<file path="src/bpw_pkg.sv">
// shared types and constants of the brush pixel weight block
package bpw_pkg;

	localparam int COORD_BITS    = 16;
	localparam int FRAC_BITS_DEF = 8;
	localparam int RAD_BITS      = 20;
	localparam int CTR_BITS      = 24;
	localparam int ROT_BITS      = 16;
	localparam int W_BITS        = 16;
	localparam int Q_BITS        = 16;
	localparam int ROT_FRAC      = 14;
	localparam int CFG_IDX_BITS  = 3;
	localparam int CFG_DATA_BITS = 24;

	localparam logic [W_BITS-1:0] ONE_Q15   = 16'd32768;
	localparam logic [16:0]       THREE_Q15 = 17'd98304;
	localparam logic signed [ROT_BITS-1:0] COS_RESET = 16'sd16384;

	typedef enum logic [CFG_IDX_BITS-1:0] {
		REG_SHAPE   = 3'd0,
		REG_FALLOFF = 3'd1,
		REG_CX      = 3'd2,
		REG_CY      = 3'd3,
		REG_RADIUS  = 3'd4,
		REG_COS     = 3'd5,
		REG_SIN     = 3'd6
	} cfg_reg_t;

	typedef enum logic [1:0] {
		FALL_STEP   = 2'd0,
		FALL_LINEAR = 2'd1,
		FALL_SMOOTH = 2'd2
	} falloff_t;

	typedef struct packed {
		logic signed [COORD_BITS-1:0] pixel_x;
		logic signed [COORD_BITS-1:0] pixel_y;
	} pix_in_t;

	typedef struct packed {
		logic signed [COORD_BITS-1:0] out_x;
		logic signed [COORD_BITS-1:0] out_y;
		logic                         covered;
		logic [W_BITS-1:0]            weight;
	} pix_out_t;

endpackage

</file>
<file path="src/bpw_div.sv">
// pipelined restoring divider, one quotient bit per stage, with a side tag
module bpw_div import bpw_pkg::*; #(
	parameter int NB    = RAD_BITS,
	parameter int QB    = Q_BITS,
	parameter int TAG_W = 8
) (
	input  logic             clk,
	input  logic             arst_n,
	input  logic             en,
	input  logic             in_vld,
	input  logic [NB-1:0]    in_num,
	input  logic [NB-1:0]    den,
	input  logic [TAG_W-1:0] in_tag,
	output logic             out_vld,
	output logic [QB-1:0]    out_quo,
	output logic [TAG_W-1:0] out_tag
);

	localparam int RW = NB+QB;

	logic             vld_s [1:QB];
	logic [RW-1:0]    rem_s [1:QB];
	logic [QB-1:0]    quo_s [1:QB];
	logic [TAG_W-1:0] tag_s [1:QB];

	for (genvar k = 0; k < QB; k++) begin : g_stage
		localparam int I = QB-1-k;
		logic             cur_vld;
		logic [RW-1:0]    cur_rem;
		logic [QB-1:0]    cur_quo;
		logic [TAG_W-1:0] cur_tag;
		logic [RW-1:0]    sub;
		logic             ge;

		if (k == 0) begin : g_first
			assign cur_vld = in_vld;
			assign cur_rem = RW'(in_num) << (QB-1);
			assign cur_quo = '0;
			assign cur_tag = in_tag;
		end else begin : g_next
			assign cur_vld = vld_s[k];
			assign cur_rem = rem_s[k];
			assign cur_quo = quo_s[k];
			assign cur_tag = tag_s[k];
		end

		assign sub = RW'(den) << I;
		assign ge  = cur_rem >= sub;

		always_ff @(posedge clk or negedge arst_n) begin
			if (!arst_n) begin
				vld_s[k+1] <= 1'b0;
			end else if (en) begin
				vld_s[k+1] <= cur_vld;
			end
		end

		always_ff @(posedge clk) begin
			if (en) begin
				rem_s[k+1] <= ge ? (cur_rem - sub) : cur_rem;
				quo_s[k+1] <= ge ? (cur_quo | (QB'(1) << I)) : cur_quo;
				tag_s[k+1] <= cur_tag;
			end
		end
	end

	assign out_vld = vld_s[QB];
	assign out_quo = quo_s[QB];
	assign out_tag = tag_s[QB];

endmodule
</file>
<file path="config.mk">
export PLATFORM = sky130hd
export DESIGN_NAME = bpw_div
export DESIGN_NICKNAME = d
export VERILOG_FILES = /design/src/bpw_pkg.sv /design/src/bpw_div.sv
export SDC_FILE = /design/constraint.sdc
export NUM_CORES = 2
export LEC_CHECK = 0
export BUFFER_PORTS_ARGS = -buffer_cell sky130_fd_sc_hd__buf_2
export CORE_ASPECT_RATIO = 2
export CORE_UTILIZATION = 30
export CTS_BUF_LIST = sky130_fd_sc_hd__clkbuf_4
export CTS_CLUSTER_SIZE = 40
export DETAILED_ROUTE_END_ITERATION = 8
export SETUP_SLACK_MARGIN = 0.5
export SLEW_MARGIN = 20
export SYNTH_ARGS = -nofsm -noshare
export SYNTH_HDL_FRONTEND = slang
export SYNTH_SLANG_ARGS = --single-unit
</file>
<file path="constraint.sdc">
create_clock -name clk -period 4.8 [get_ports clk]
set_clock_uncertainty 0.1 [all_clocks]
set_input_delay 0.96 -clock clk [delete_from_list [all_inputs] [get_ports clk]]
set_output_delay 0.96 -clock clk [all_outputs]
set_load 0.01 [all_outputs]
</file>
## Word level (Yosys, flattened, before mapping)

Memory sizes are Yosys's and may differ from the RTL's.
Cells that the tools add are included.

- Memories kept: 3
- Register bits: 16
- Logic and storage cells: 85
- Input port bits: 52
- Memory bits (writable): 960
- Output and inout bits: 25

- Magnitude comparators: 16
- Muxes and demuxes: 34
- $add $sub $neg: 16

Memory list:

| memory | depth | bits a word | rd ports | clocked after Yosys merged registers in | wr ports | RTL line | text |
|---|---|---|---|---|---|---|---|
| rem_s | 16 | 36 | 15 | 0 | 16 | bpw_div.sv:22 | `logic [RW-1:0] rem_s [1:QB];` |
| quo_s | 16 | 16 | 16 | 0 | 16 | bpw_div.sv:23 | `logic [QB-1:0] quo_s [1:QB];` |
| tag_s | 16 | 8 | 16 | 0 | 16 | bpw_div.sv:24 | `logic [TAG_W-1:0] tag_s [1:QB];` |

Operators by type and width:

| operator | number |
|---|---|
| $mux 36 | 16 |
| $ge 36x20->1 | 1 |
| $ge 36x21->1 | 1 |
| $ge 36x22->1 | 1 |
| $ge 36x23->1 | 1 |
| $ge 36x24->1 | 1 |
| $ge 36x25->1 | 1 |
| $ge 36x26->1 | 1 |
| $ge 36x27->1 | 1 |
| $ge 36x28->1 | 1 |
| $ge 36x29->1 | 1 |
| $ge 36x30->1 | 1 |
| $ge 36x31->1 | 1 |
| $ge 36x32->1 | 1 |
| $ge 36x33->1 | 1 |
| $ge 36x34->1 | 1 |
| $sub 35x35->36 | 1 |
| $sub 36x20->36 | 1 |
| $sub 36x21->36 | 1 |
| $sub 36x22->36 | 1 |
| $sub 36x23->36 | 1 |
| $sub 36x24->36 | 1 |
| $sub 36x25->36 | 1 |
| $sub 36x26->36 | 1 |
| 25 further kinds | 27 |

## Logic depth before layout (Yosys ltp)

An unclocked memory read counts as a cell.

- Depth after elaboration: 3
- Mapped depth: 14
- Gate-level depth less buffers: 12

## Least setup slack after synthesis

OpenSTA, ideal clock, no wires.

- Kind: input-to-reg
- Start: in den[0]
- End: reg rem_s[0][429] (netlist name)
- Stages on the path: 11
- Slack: 0.519 ns
- Arrival: 3.901 ns
- Data required time: 4.421 ns
- Path buffers: 2
- Library setup time: 0.279 ns
- Path through: buf_2 inv_2 clkbuf_1 fa_1 a21oi_1 o21ai_0 a211oi_1 o32ai_1 o41a_1 a2111oi_0 xor2_1

RTL lines:

| what | RTL line | text |
|---|---|---|
| start: declaration | bpw_div.sv:12 | `input logic [NB-1:0] den,` |

==> summary.md <==
| Metric | Value |
|---|---|
| Outcome | `completed` |
| Slew Limit Fails | `0` |
| Port Buf Inserts | `76` |
| Synthesis-to-layout area growth | `13.7%` |
| Cell with the most instances after synthesis | `edfxtp_1` |
| Total number of clock tree sinks | `700` |
| I/O pin total | `77` |
| Grt total ovfl | `0` |
| Layout Utilization | `about a third` |
| DP HPWL | `between 80 and 90 mm` |
| Setup CP Type | `flop to flop` |
| Post-route ant nets | `0` |
| CP arrival | `roughly 4.4 ns` |
| GR Util All Layers | `16.4%` |
| Detailed-route via count | `31700` |
| Clk pin slew, worst setup/hold paths | `around 0.080 ns` |
| Endpoint class of the critical path | `flop` |
| DRT iter0 DRCs | `1433` |
| Post-CTS Setup Inserts | `0` |
| Top cells by count, synth | `edfxtp_1, ha_1, a21oi_1` |
| Drt drc | `0` |
| Setup crit start | `rem_s[0][369]` |
| Top cells by area, synth | `edfxtp_1, ha_1, xnor2_1` |
| Net Sw Power | `about 10 mW` |
| Root buf cell | `clkbuf_4` |
| EDFF count, synth | `a little under 700` |
| FF-to-FF Start | `rem_s[0][369]` |
| Mapped Cells | `3844` |
| Final period utilization | `76.8%` |
| Starting density of the core | `between 30% and 40%` |
| Synthesis warning total | `0` |
| Final hold vios | `0` |
| Largest area contributor in the netlist | `edfxtp_1` |
| Clk_lat worst skew | `1.09 ns` |
| GP Congestion | `0.899` |
| Share of layout cells above drive strength 1 | `14.3%` |
| TNS Setup | `0 ns` |
| Post-place setup slack | `around 0.18 ns` |
| Fmax | `approximately 270 MHz` |
| Worst Hold Class | `input port to flop` |
| Power per cell area | `564 nW/um^2` |
| Vias in the first global route | `33000` |
| Final Power | `27.1 mW` |
| Post-Syn Area | `between 40000 and 50000 um^2` |
| Clock Tree Buf Depth | `4` |
| Leakage | `17.9 nW` |
| Max cap viols | `0` |
| Crit path capture | `rem_s[0][430]` |
| Drt total wl | `117 mm` |
| Cts bufs inserted | `175` |
| Reg power frac | `a little under two fifths` |
| Die Height | `approximately 530 um` |
| Count of state elements after synthesis | `700` |
| WL/cell | `19.1 um` |
| Yosys cell types | `94` |
| Register area share after synthesis | `49.5%` |
| CP Launch Type | `flop` |
| Crit path max fanout | `32` |
| Comb pwr share | `between 40 and 50%` |
| WP data required | `roughly 5.5 ns` |
| Synth async-reset ratio | `2.29%` |
| Via density | `5.19` |
| Die area | `~140000 um^2` |
| NumNets Final | `~4500` |
| Fin worst setup slack | `1.11 ns` |
| Reg2Reg Depth | `10` |
| Worst flop-to-flop path endpoint | `rem_s[0][430]` |
| Largest net degree at the start of global routing | `158` |
| Global-route wire length before repair | `179 mm` |
| Pint | `approximately 17 mW` |
| CTS tree | `done` |
| Finished Cell Area | `48100 um^2` |
| # H-tree levels | `4` |
| Syn Area/Cell | `11.0 um^2` |
| Sw Share | `38.5%` |
| Row cnt | `~190` |
| Post-synth top flop | `edfxtp_1` |
| Placement Cell Area | `about 46000 um^2` |
| Post-layout minimum cycle time | `3.69 ns` |
| Clock power frac | `around a fifth` |
| Drt first pass iters | `7` |
| Setup-failing EPs final | `0` |
| Max rail drop VDD | `187 uV` |
| Initial antenna violation count | `2` |
| Die Width | `268 um` |
| Slew margin rel. | `33.3%` |
| Share of the synthesized area in the top cell type | `48.5%` |
| Synthesized net count | `roughly 4200` |
| Least-Margin Pin Slew | `approximately 1.0 ns` |
| PostCTS Resize Cnt | `0` |
| Unrepaired setup endpoints after global routing | `no` |
| Flop-to-flop setup slack | `roughly 1.1 ns` |
| Core area | `roughly 140000 um^2` |
-- state kept, by name (all words and copies together), names as in the netlist --
| register | count |
|---|---|
| quo_s | 136 |
| out_vld | 1 |
| tag_s | 128 |
| rem_s | 420 |
| g_stage.cur_vld | 15 |
-- cell usage in the layout, fill, tap and decap left out, types with 114 or more instances in the layout --
| master | n |
|---|---|
| o21ai_0 | 259 |
| xor2_1 | 156 |
| xnor2_1 | 178 |
| clkbuf_4 | 244 |
| edfxtp_1 | 684 |
| a21oi_1 | 299 |
| ha_1 | 319 |
| nand2_1 | 291 |
| nor2_1 | 272 |
| inv_1 | 114 |
-- power groups by stage --
stage / logic (mW) / registers [mW] / clock network (mW)
detailed placement: 11.5 / 10.5 / 0
finish: 11.6 / 10.4 / 5.16
global placement: 11.4 / 10.5 / 0
CTS: 11.6 / 10.4 / 5.41
floorplan: 8.59 / 9.78 / 0
global route: 12.9 / 10.5 / 5.64
-- layout make-up --
type | count | area, um^2
timing repair buffer | 191 | 1630
antenna | 7 | 17.5
fill | 14100 | 91700
multi-input combinational | 2935 | 20600
clock inverter | 53 | 345
inverter | 119 | 447
clock buffer | 244 | 1830
sequential | 700 | 20900
tap | 1862 | 2330
-- logic make-up after synthesis --
| logic type | synth area share, % |
|---|---|
| buffers and inverters | 1.99 |
| AO/OA/AOI/OAI | 15.9 |
| flip-flops | 49.5 |
| adder cells (fa/ha/maj) | 10.1 |
| XOR/XNOR | 6.91 |
| multiplexers | 2.74 |
| AND/OR/NAND/NOR | 12.8 |
-- worst max-delay path, cell delays in order, from the launching register on --
cell and delay (ns):
edfxtp_1 0.44, ha_1 0.37, nand2_1 0.15, a211oi_1 0.39
o211ai_1 0.27, a21oi_1 0.49, a41oi_2 0.32, buf_12 0.26
a31oi_1 0.33, nand2_1 0.12, xnor2_1 0.16
-- worst min-delay path by stage --
stage / start / endpoint / depth (start not counted)
after floorplan: quo_s[0][91] / quo_s[0][107] / 0
final: in_num[2] / rem_s[0][53] / 2
after global placement: quo_s[0][184] / quo_s[0][200] / 0
after CTS: in_num[18] / rem_s[0][69] / 2
after detailed placement: quo_s[0][107] / quo_s[0][123] / 0
after global routing: in_num[18] / rem_s[0][69] / 2
-- stage by stage --
stage | std cells | hold slack (ns)
6_report | 6111 | 0.181
2_1_floorplan | 3844 | 0.300
5_1_grt | 6107 | 0.158
3_3_place_gp | 5797 | 0.300
4_1_cts | 6104 | 0.0703
3_5_place_dp | 5797 | 0.305
-- layer usage --
metal	vias to the layer above	track usage (%)	part of all wire, %
li1	15300	-	-
met1	15100	13.5	31
met2	852	32.4	56
met3	478	2.22	3.1
met4	0	15.2	9.9
met5	-	0	0
-- timing repair --
action                     CTS  global route
setup endpoints to repair    0             0
hold buffers                10             0
hold endpoints to repair    25             0
(Power assumes the default switching activity.)
