File: config.mk
export PLATFORM = sky130hd
export DESIGN_NAME = bpw_isqrt
export DESIGN_NICKNAME = d
export VERILOG_FILES = /design/src/bpw_pkg.sv /design/src/bpw_isqrt.sv
export SDC_FILE = /design/constraint.sdc
export NUM_CORES = 2
export LEC_CHECK = 0
export BUFFER_PORTS_ARGS = -buffer_cell sky130_fd_sc_hd__buf_2
export CAP_MARGIN = 5
export CORE_MARGIN = 2
export CORE_UTILIZATION = 55
export CTS_BUF_LIST = sky130_fd_sc_hd__clkbuf_16
export CTS_CLUSTER_DIAMETER = 100
export CTS_CLUSTER_SIZE = 28
export DETAILED_ROUTE_END_ITERATION = 16
export GPL_TIMING_DRIVEN = 0
export PLACE_DENSITY = 0.69
export RECOVER_POWER = 25
export SKIP_LAST_GASP = 1
export SYNTH_ARGS = -nofsm -noshare
export SYNTH_HDL_FRONTEND = slang
export SYNTH_SLANG_ARGS = --single-unit
File: constraint.sdc
create_clock -name clk -period 5.1 [get_ports clk]
set_input_delay 1.02 -clock clk [delete_from_list [all_inputs] [get_ports clk]]
set_output_delay 1.02 -clock clk [all_outputs]
set_load 0.05 [all_outputs]
File: src/bpw_pkg.sv
// shared types and constants of the brush pixel weight block
package bpw_pkg;

	localparam int COORD_BITS    = 16;
	localparam int FRAC_BITS_DEF = 8;
	localparam int RAD_BITS      = 20;
	localparam int CTR_BITS      = 24;
	localparam int ROT_BITS      = 16;
	localparam int W_BITS        = 16;
	localparam int Q_BITS        = 16;
	localparam int ROT_FRAC      = 14;
	localparam int CFG_IDX_BITS  = 3;
	localparam int CFG_DATA_BITS = 24;

	localparam logic [W_BITS-1:0] ONE_Q15   = 16'd32768;
	localparam logic [16:0]       THREE_Q15 = 17'd98304;
	localparam logic signed [ROT_BITS-1:0] COS_RESET = 16'sd16384;

	typedef enum logic [CFG_IDX_BITS-1:0] {
		REG_SHAPE   = 3'd0,
		REG_FALLOFF = 3'd1,
		REG_CX      = 3'd2,
		REG_CY      = 3'd3,
		REG_RADIUS  = 3'd4,
		REG_COS     = 3'd5,
		REG_SIN     = 3'd6
	} cfg_reg_t;

	typedef enum logic [1:0] {
		FALL_STEP   = 2'd0,
		FALL_LINEAR = 2'd1,
		FALL_SMOOTH = 2'd2
	} falloff_t;

	typedef struct packed {
		logic signed [COORD_BITS-1:0] pixel_x;
		logic signed [COORD_BITS-1:0] pixel_y;
	} pix_in_t;

	typedef struct packed {
		logic signed [COORD_BITS-1:0] out_x;
		logic signed [COORD_BITS-1:0] out_y;
		logic                         covered;
		logic [W_BITS-1:0]            weight;
	} pix_out_t;

endpackage

File: src/bpw_isqrt.sv
// pipelined integer square root, one root bit per stage, with a side tag
module bpw_isqrt import bpw_pkg::*; #(
	parameter int SW    = 2*RAD_BITS+1,
	parameter int RTB   = RAD_BITS+1,
	parameter int TAG_W = 8
) (
	input  logic             clk,
	input  logic             arst_n,
	input  logic             en,
	input  logic             in_vld,
	input  logic [SW-1:0]    in_rad,
	input  logic [TAG_W-1:0] in_tag,
	output logic             out_vld,
	output logic [RTB-1:0]   out_root,
	output logic [TAG_W-1:0] out_tag
);

	localparam int TW = 2*RTB;

	logic             vld_s  [1:RTB];
	logic [SW-1:0]    rem_s  [1:RTB];
	logic [RTB-1:0]   root_s [1:RTB];
	logic [TAG_W-1:0] tag_s  [1:RTB];

	for (genvar k = 0; k < RTB; k++) begin : g_stage
		localparam int I = RTB-1-k;
		logic             cur_vld;
		logic [SW-1:0]    cur_rem;
		logic [RTB-1:0]   cur_root;
		logic [TAG_W-1:0] cur_tag;
		logic [TW-1:0]    trial;
		logic [TW-1:0]    remx;
		logic             ge;

		if (k == 0) begin : g_first
			assign cur_vld  = in_vld;
			assign cur_rem  = in_rad;
			assign cur_root = '0;
			assign cur_tag  = in_tag;
		end else begin : g_next
			assign cur_vld  = vld_s[k];
			assign cur_rem  = rem_s[k];
			assign cur_root = root_s[k];
			assign cur_tag  = tag_s[k];
		end

		assign trial = (TW'(cur_root) << (I+1)) | (TW'(1) << (2*I));
		assign remx  = TW'(cur_rem);
		assign ge    = remx >= trial;

		always_ff @(posedge clk or negedge arst_n) begin
			if (!arst_n) begin
				vld_s[k+1] <= 1'b0;
			end else if (en) begin
				vld_s[k+1] <= cur_vld;
			end
		end

		always_ff @(posedge clk) begin
			if (en) begin
				rem_s[k+1]  <= ge ? SW'(remx - trial) : cur_rem;
				root_s[k+1] <= ge ? (cur_root | (RTB'(1) << I)) : cur_root;
				tag_s[k+1]  <= cur_tag;
			end
		end
	end

	assign out_vld  = vld_s[RTB];
	assign out_root = root_s[RTB];
	assign out_tag  = tag_s[RTB];

endmodule

== Word level (Yosys, flattened, before mapping) ==
Memories as Yosys holds them, arrays and structs flattened.
Index checks and enable logic that the tools add are counted.

* Add/sub/neg operators: 21
* Multiplexer cells: 44
* Magnitude comparators: 21

{| class="wikitable"
|+ Operators by type and width
! cell !! number
|-
| 41-bit two-way mux || 21
|-
| 41-bit by 22-bit greater-or-equal comparator with 1-bit output || 1
|-
| 41-bit by 23-bit greater-or-equal comparator with 1-bit output || 1
|-
| 41-bit by 24-bit greater-or-equal comparator with 1-bit output || 1
|-
| 41-bit by 25-bit greater-or-equal comparator with 1-bit output || 1
|-
| 41-bit by 26-bit greater-or-equal comparator with 1-bit output || 1
|-
| 41-bit by 27-bit greater-or-equal comparator with 1-bit output || 1
|-
| 41-bit by 28-bit greater-or-equal comparator with 1-bit output || 1
|-
| 41-bit by 29-bit greater-or-equal comparator with 1-bit output || 1
|-
| 41-bit by 30-bit greater-or-equal comparator with 1-bit output || 1
|-
| 41-bit by 31-bit greater-or-equal comparator with 1-bit output || 1
|-
| 41-bit by 32-bit greater-or-equal comparator with 1-bit output || 1
|-
| 41-bit by 33-bit greater-or-equal comparator with 1-bit output || 1
|-
| 41-bit by 34-bit greater-or-equal comparator with 1-bit output || 1
|-
| 41-bit by 35-bit greater-or-equal comparator with 1-bit output || 1
|-
| 41-bit by 36-bit greater-or-equal comparator with 1-bit output || 1
|-
| 41-bit by 37-bit greater-or-equal comparator with 1-bit output || 1
|-
| 41-bit by 38-bit greater-or-equal comparator with 1-bit output || 1
|-
| 41-bit by 39-bit greater-or-equal comparator with 1-bit output || 1
|-
| 41-bit by 40-bit greater-or-equal comparator with 1-bit output || 1
|-
| 41-bit greater-or-equal comparator || 1
|-
| 41-bit greater-or-equal comparator, second input constant || 1
|-
| 41-bit by 22-bit subtractor with 41-bit output || 1
|-
| 41-bit by 23-bit subtractor with 41-bit output || 1
|-
| 40 further kinds || 42
|}

* Output and inout port bits: 30
* Register bits: 21
* Memories kept: 3
* Word-level logic and storage cells: 110
* Bits in writable memories: 1470
* Bits of input ports: 53

{| class="wikitable"
|+ Memory list
! name !! words !! bits a word !! rd ports !! clocked after Yosys merged registers in !! wr ports !! RTL line !! text
|-
| rem_s || 21 || 41 || 20 || 0 || 21 || bpw_isqrt.sv:21 || <nowiki>logic [SW-1:0] rem_s [1:RTB];</nowiki>
|-
| root_s || 21 || 21 || 21 || 0 || 21 || bpw_isqrt.sv:22 || <nowiki>logic [RTB-1:0] root_s [1:RTB];</nowiki>
|-
| tag_s || 21 || 8 || 21 || 0 || 21 || bpw_isqrt.sv:23 || <nowiki>logic [TAG_W-1:0] tag_s [1:RTB];</nowiki>
|}

== Longest topological paths before layout ==
An unclocked memory read counts as a cell.

* Word-level depth: 3
* Mapped depth: 12
* Gate-level depth less buffers: 11

== Least setup slack after synthesis ==
OpenSTA, ideal clock, no wires.

* Kind: reg-to-reg
* From: mem rem_s[18][7] in the netlist's numbering
* To: mem rem_s[19][31] in the netlist's numbering (data pin)
* Data required time: 4842 ps
* Library setup time: 258 ps
* Path buffers: 0
* Arrival time: 2828 ps
* Setup slack: 2013 ps
* Stages on the path, launching flop included: 10
* Clock period less this slack: 3087 ps
* Path through: edfxtp_1 > ha_1 > or3_1 > o221a_2 > a221oi_2 > nor2_1 > o41ai_1 > o31ai_1 > or4_1 > xnor2_1

{| class="wikitable"
|+ RTL lines
! what !! RTL line
|-
| start: declaration || bpw_isqrt.sv:21
|}

==> impl_results.md <==
- Status: finished clean
- Fmax achieved: 216 MHz
- CTS tree: done
- Max transition margin: 27.0%
- IO Port Bufs: 81
- Data arrival time of the worst path: 5.06 ns
- Setup Viol. Count Final: 0
- Worst skew pair latency: 0.70 ns
- Clock H-tree levels: 2
- DR DRC count: 0
- Routability cong.: 0.896
- # IOs: 83
- Num CTS Buffers: 51
- Total number of yosys warnings: 0
- Largest net degree at the start of global routing: 185
- Initial antenna violation count: 2
- Area delta synth->final: 6.67%
- Clock skew: 0.0385 ns
- Clock Pin Slew Worst Setup and Hold Paths: 0.11 ns
- WP data required: 5.53 ns
- Clk sink count: 1240
- Drt total wl: 101000 microns
- Via count: 30.9k
- Die Height: 321 microns
- CP Class: reg -> reg
- Die width: 321 microns
- Post-Layout Cell Count: 5487
- GRT overflow: 0
- Slew of the pin with the lowest slew margin: 1.08 ns
- Nets: 4483
- Total GRT Usage: 19.6%
- Leak pwr: 21.8 nW
- Hold_buf cts: 0
- Fin. max-slew vios: 0
- Final Hold Fails: 0
- Fin crit share: 90.8%
- Clock network fraction of design power: 21.2%
- Sequential share of power: 59.7%
- Max-cap violations: 0
- Pwr/cell area: 387 mW/mm^2
- Synth Register Bits: 1240
- Via/cell ratio: 5.63
- Post-Syn Instances: 4040
- CTS-repair resized insts: 0
- Setup_tns: 0 ns
- Pint: 16.6 mW
- Sw Pwr: 6.23 mW
- Design area: 0.0589 sq mm
- Starting Density: 55.3%
- Crit. End Element: flip-flop
- Primary FF master, synth: edfxtp_1
- Worst-path maximum fanout: 10
- CP Launch Type: flip-flop
- Sequential fraction of the synthesis area: 67.2%
- RSZ-0062 raised after global routing: no
- Ys async rst share: 1.69%
- Global-route wire length before repair: 159000 microns
- Antenna diode count: 0
- Worst Hold Class: reg -> reg
- Hold depth: 0
- Sw Share: 27.3%
- DIE AREA: 0.103 sq mm
- Layout cells sized above 1: 5.66%
- Core ar.: 0.0999 sq mm
- Number of flops mapped to enable cells by yosys: 1219
- Routed len/inst: 18.4 microns
- Combinational share of power: 19.1%
- Setup Buffers After CTS: 0
- Post-DP HPWL: 74900 microns
- Syn Area/Cell: 13.7 sq um
- Placed cells: 5427
- Hold_sp: tag_s[2][9]$_DFFE_PP_
- Vias in the first global route: 31.2k
- R2R Path Start: rem_s[14][25]$_DFFE_PP_
- Worst VDD drop: 0.266 mV
- Clk buf depth: 3
- R2r worst-path depth: 11
- Row cnt: 116
- Net Count, Synth: 4341
- R2R Setup Slk: 0.47 ns
- Iteration-0 DRC Markers: 1695
- Tmin final: 4.63 ns
- R2r endpoint: rem_s[15][19]$_DFFE_PP_
- Area of placed instances: 0.0575 sq mm
- Root Driver: clkbuf_16
- 1st-pass router iterations: 6
- Post-Synthesis Cell Area: 0.0552 sq mm
- End of the worst hold path: tag_s[2][17]$_DFFE_PP_
- Synth unique cells: 77
- Post-DRT Antenna Nets: 0
==> worst max-delay path by stage <==
stage	end	slack, ns	start
floorplan	rem_s[19][31]$_DFFE_PP_	2.01	rem_s[18][7]$_DFFE_PP_
global placement	g_stage[14].cur_vld$_DFFE_PN0P_	-16.07	en
detailed placement	rem_s[15][26]$_DFFE_PP_	0.42	rem_s[14][27]$_DFFE_PP_
CTS	rem_s[15][15]$_DFFE_PP_	0.41	rem_s[14][27]$_DFFE_PP_
global route	rem_s[15][14]$_DFFE_PP_	0.37	rem_s[14][27]$_DFFE_PP_
finish	rem_s[15][19]$_DFFE_PP_	0.47	rem_s[14][25]$_DFFE_PP_
==> layout by cell type (no fill, tap or decap), drive strengths merged, types with 9 or more instances in the layout <==
cell    count
ha        248
or2        16
xnor2     150
nand3b     11
mux2       48
nor3b       9
or3        41
dfrtp      21
and4       12
o21ai     184
nand4      45
a211oi     24
nor4b      22
a31oi      12
inv       300
o211ai     16
nand3      54
and3       14
a21oi     203
xor2      183
clkbuf    101
o21bai     22
edfxtp   1219
nand4b     11
a21boi      9
nand2b     44
nor2b      30
nand2     246
and2       16
or4        19
o21a       63
o31ai      34
a21o       65
nor4      138
buf        99
o31a        9
nor2      246
nor3      112
==> logic make-up (layout without fill, tap and decap cells) <==
logic type,Yosys count,count (layout),synth area share (%)
flip-flops,1240,1240,67.2
multiplexers,55,55,1.11
AO/OA/AOI/OAI,707,707,8.04
adder cells (fa/ha/maj),248,248,5.62
XOR/XNOR,333,333,5.28
other,1,1,0.00679
AND/OR/NAND/NOR,1098,1098,10.3
buffers and inverters,358,507,2.47
==> worst max-delay path, cell delays in order (launching register included) <==
cell and delay (ns):
edfxtp_1 0.42, ha_1 0.38, and4b_1 0.35, nand4_1 0.15, nor4_1 0.95, nor4_1 0.11
and2_1 0.19, clkbuf_1 0.29, inv_1 0.38, clkbuf_1 0.52, clkbuf_1 0.49, a21oi_1 0.13
==> state kept, by name (all words and copies together) (netlist names) <==
register and count:
rem_s 820, root_s 231, tag_s 168, g_stage.cur_vld 20
out_vld 1
==> power groups by stage <==
stage	clock network, mW	logic (mW)	registers [mW]
after CTS	5.01	4.37	13.6
after global routing	5.33	4.90	13.7
after detailed placement	0	4.34	13.8
after global placement	0	4.25	14.2
after floorplan	0	3.25	13.6
final	4.84	4.35	13.6
==> area by class of cell <==
cell class | instances | area (sq um)
Buffer | 60 | 248
Clock buffer | 51 | 1280
Clock inverter | 9 | 168
Fill cell | 7779 | 40900
Inverter | 298 | 1120
Multi-Input combinational cell | 2442 | 16700
Sequential cell | 1240 | 37100
Tap cell | 1298 | 1620
Timing Repair Buffer | 89 | 616
==> layer usage <==
layer | share of wire [%] | global-route usage, % | vias to the layer above
met1 | 37 | 20.2 | 14857
li1 | - | - | 15355
met3 | 2.7 | 1.91 | 174
met5 | 0 | 0 | -
met4 | 4.1 | 8.29 | 0
met2 | 56 | 39.6 | 496
==> stage by stage <==
step                      setup WS (ns)  utilization [%]  hold slack (ns)  total power, mW
after global placement           -16.07             57.4            0.400             18.4
after CTS                         0.407             59.0            0.236             23.0
after global routing              0.367             59.0            0.432             24.0
after detailed placement          0.424             57.6            0.405             18.2
final                             0.469             59.0            0.423             22.8
after floorplan                    2.01                -            0.400             16.8
==> cells in the mapped netlist, types with 24 or more instances <==
cell type | instances | area, sq um
clkbuf_1 | 48 | 180
o31ai_1 | 34 | 255
nand2b_1 | 44 | 275
nand2_1 | 246 | 923
ha_1 | 248 | 3100
nor2_1 | 246 | 923
xor2_1 | 183 | 1600
nor2b_1 | 30 | 188
nand4_1 | 45 | 282
xnor2_1 | 150 | 1310
a21o_1 | 65 | 488
inv_1 | 296 | 1110
edfxtp_1 | 1219 | 36600
mux2_2 | 48 | 541
o21a_1 | 63 | 473
nor4_1 | 136 | 851
nor3_1 | 112 | 561
or3_1 | 41 | 257
a211oi_1 | 24 | 180
nand3_1 | 54 | 270
o21ai_0 | 169 | 846
a21oi_1 | 203 | 1020
No activity file was read; power rests on OpenSTA's default activity.
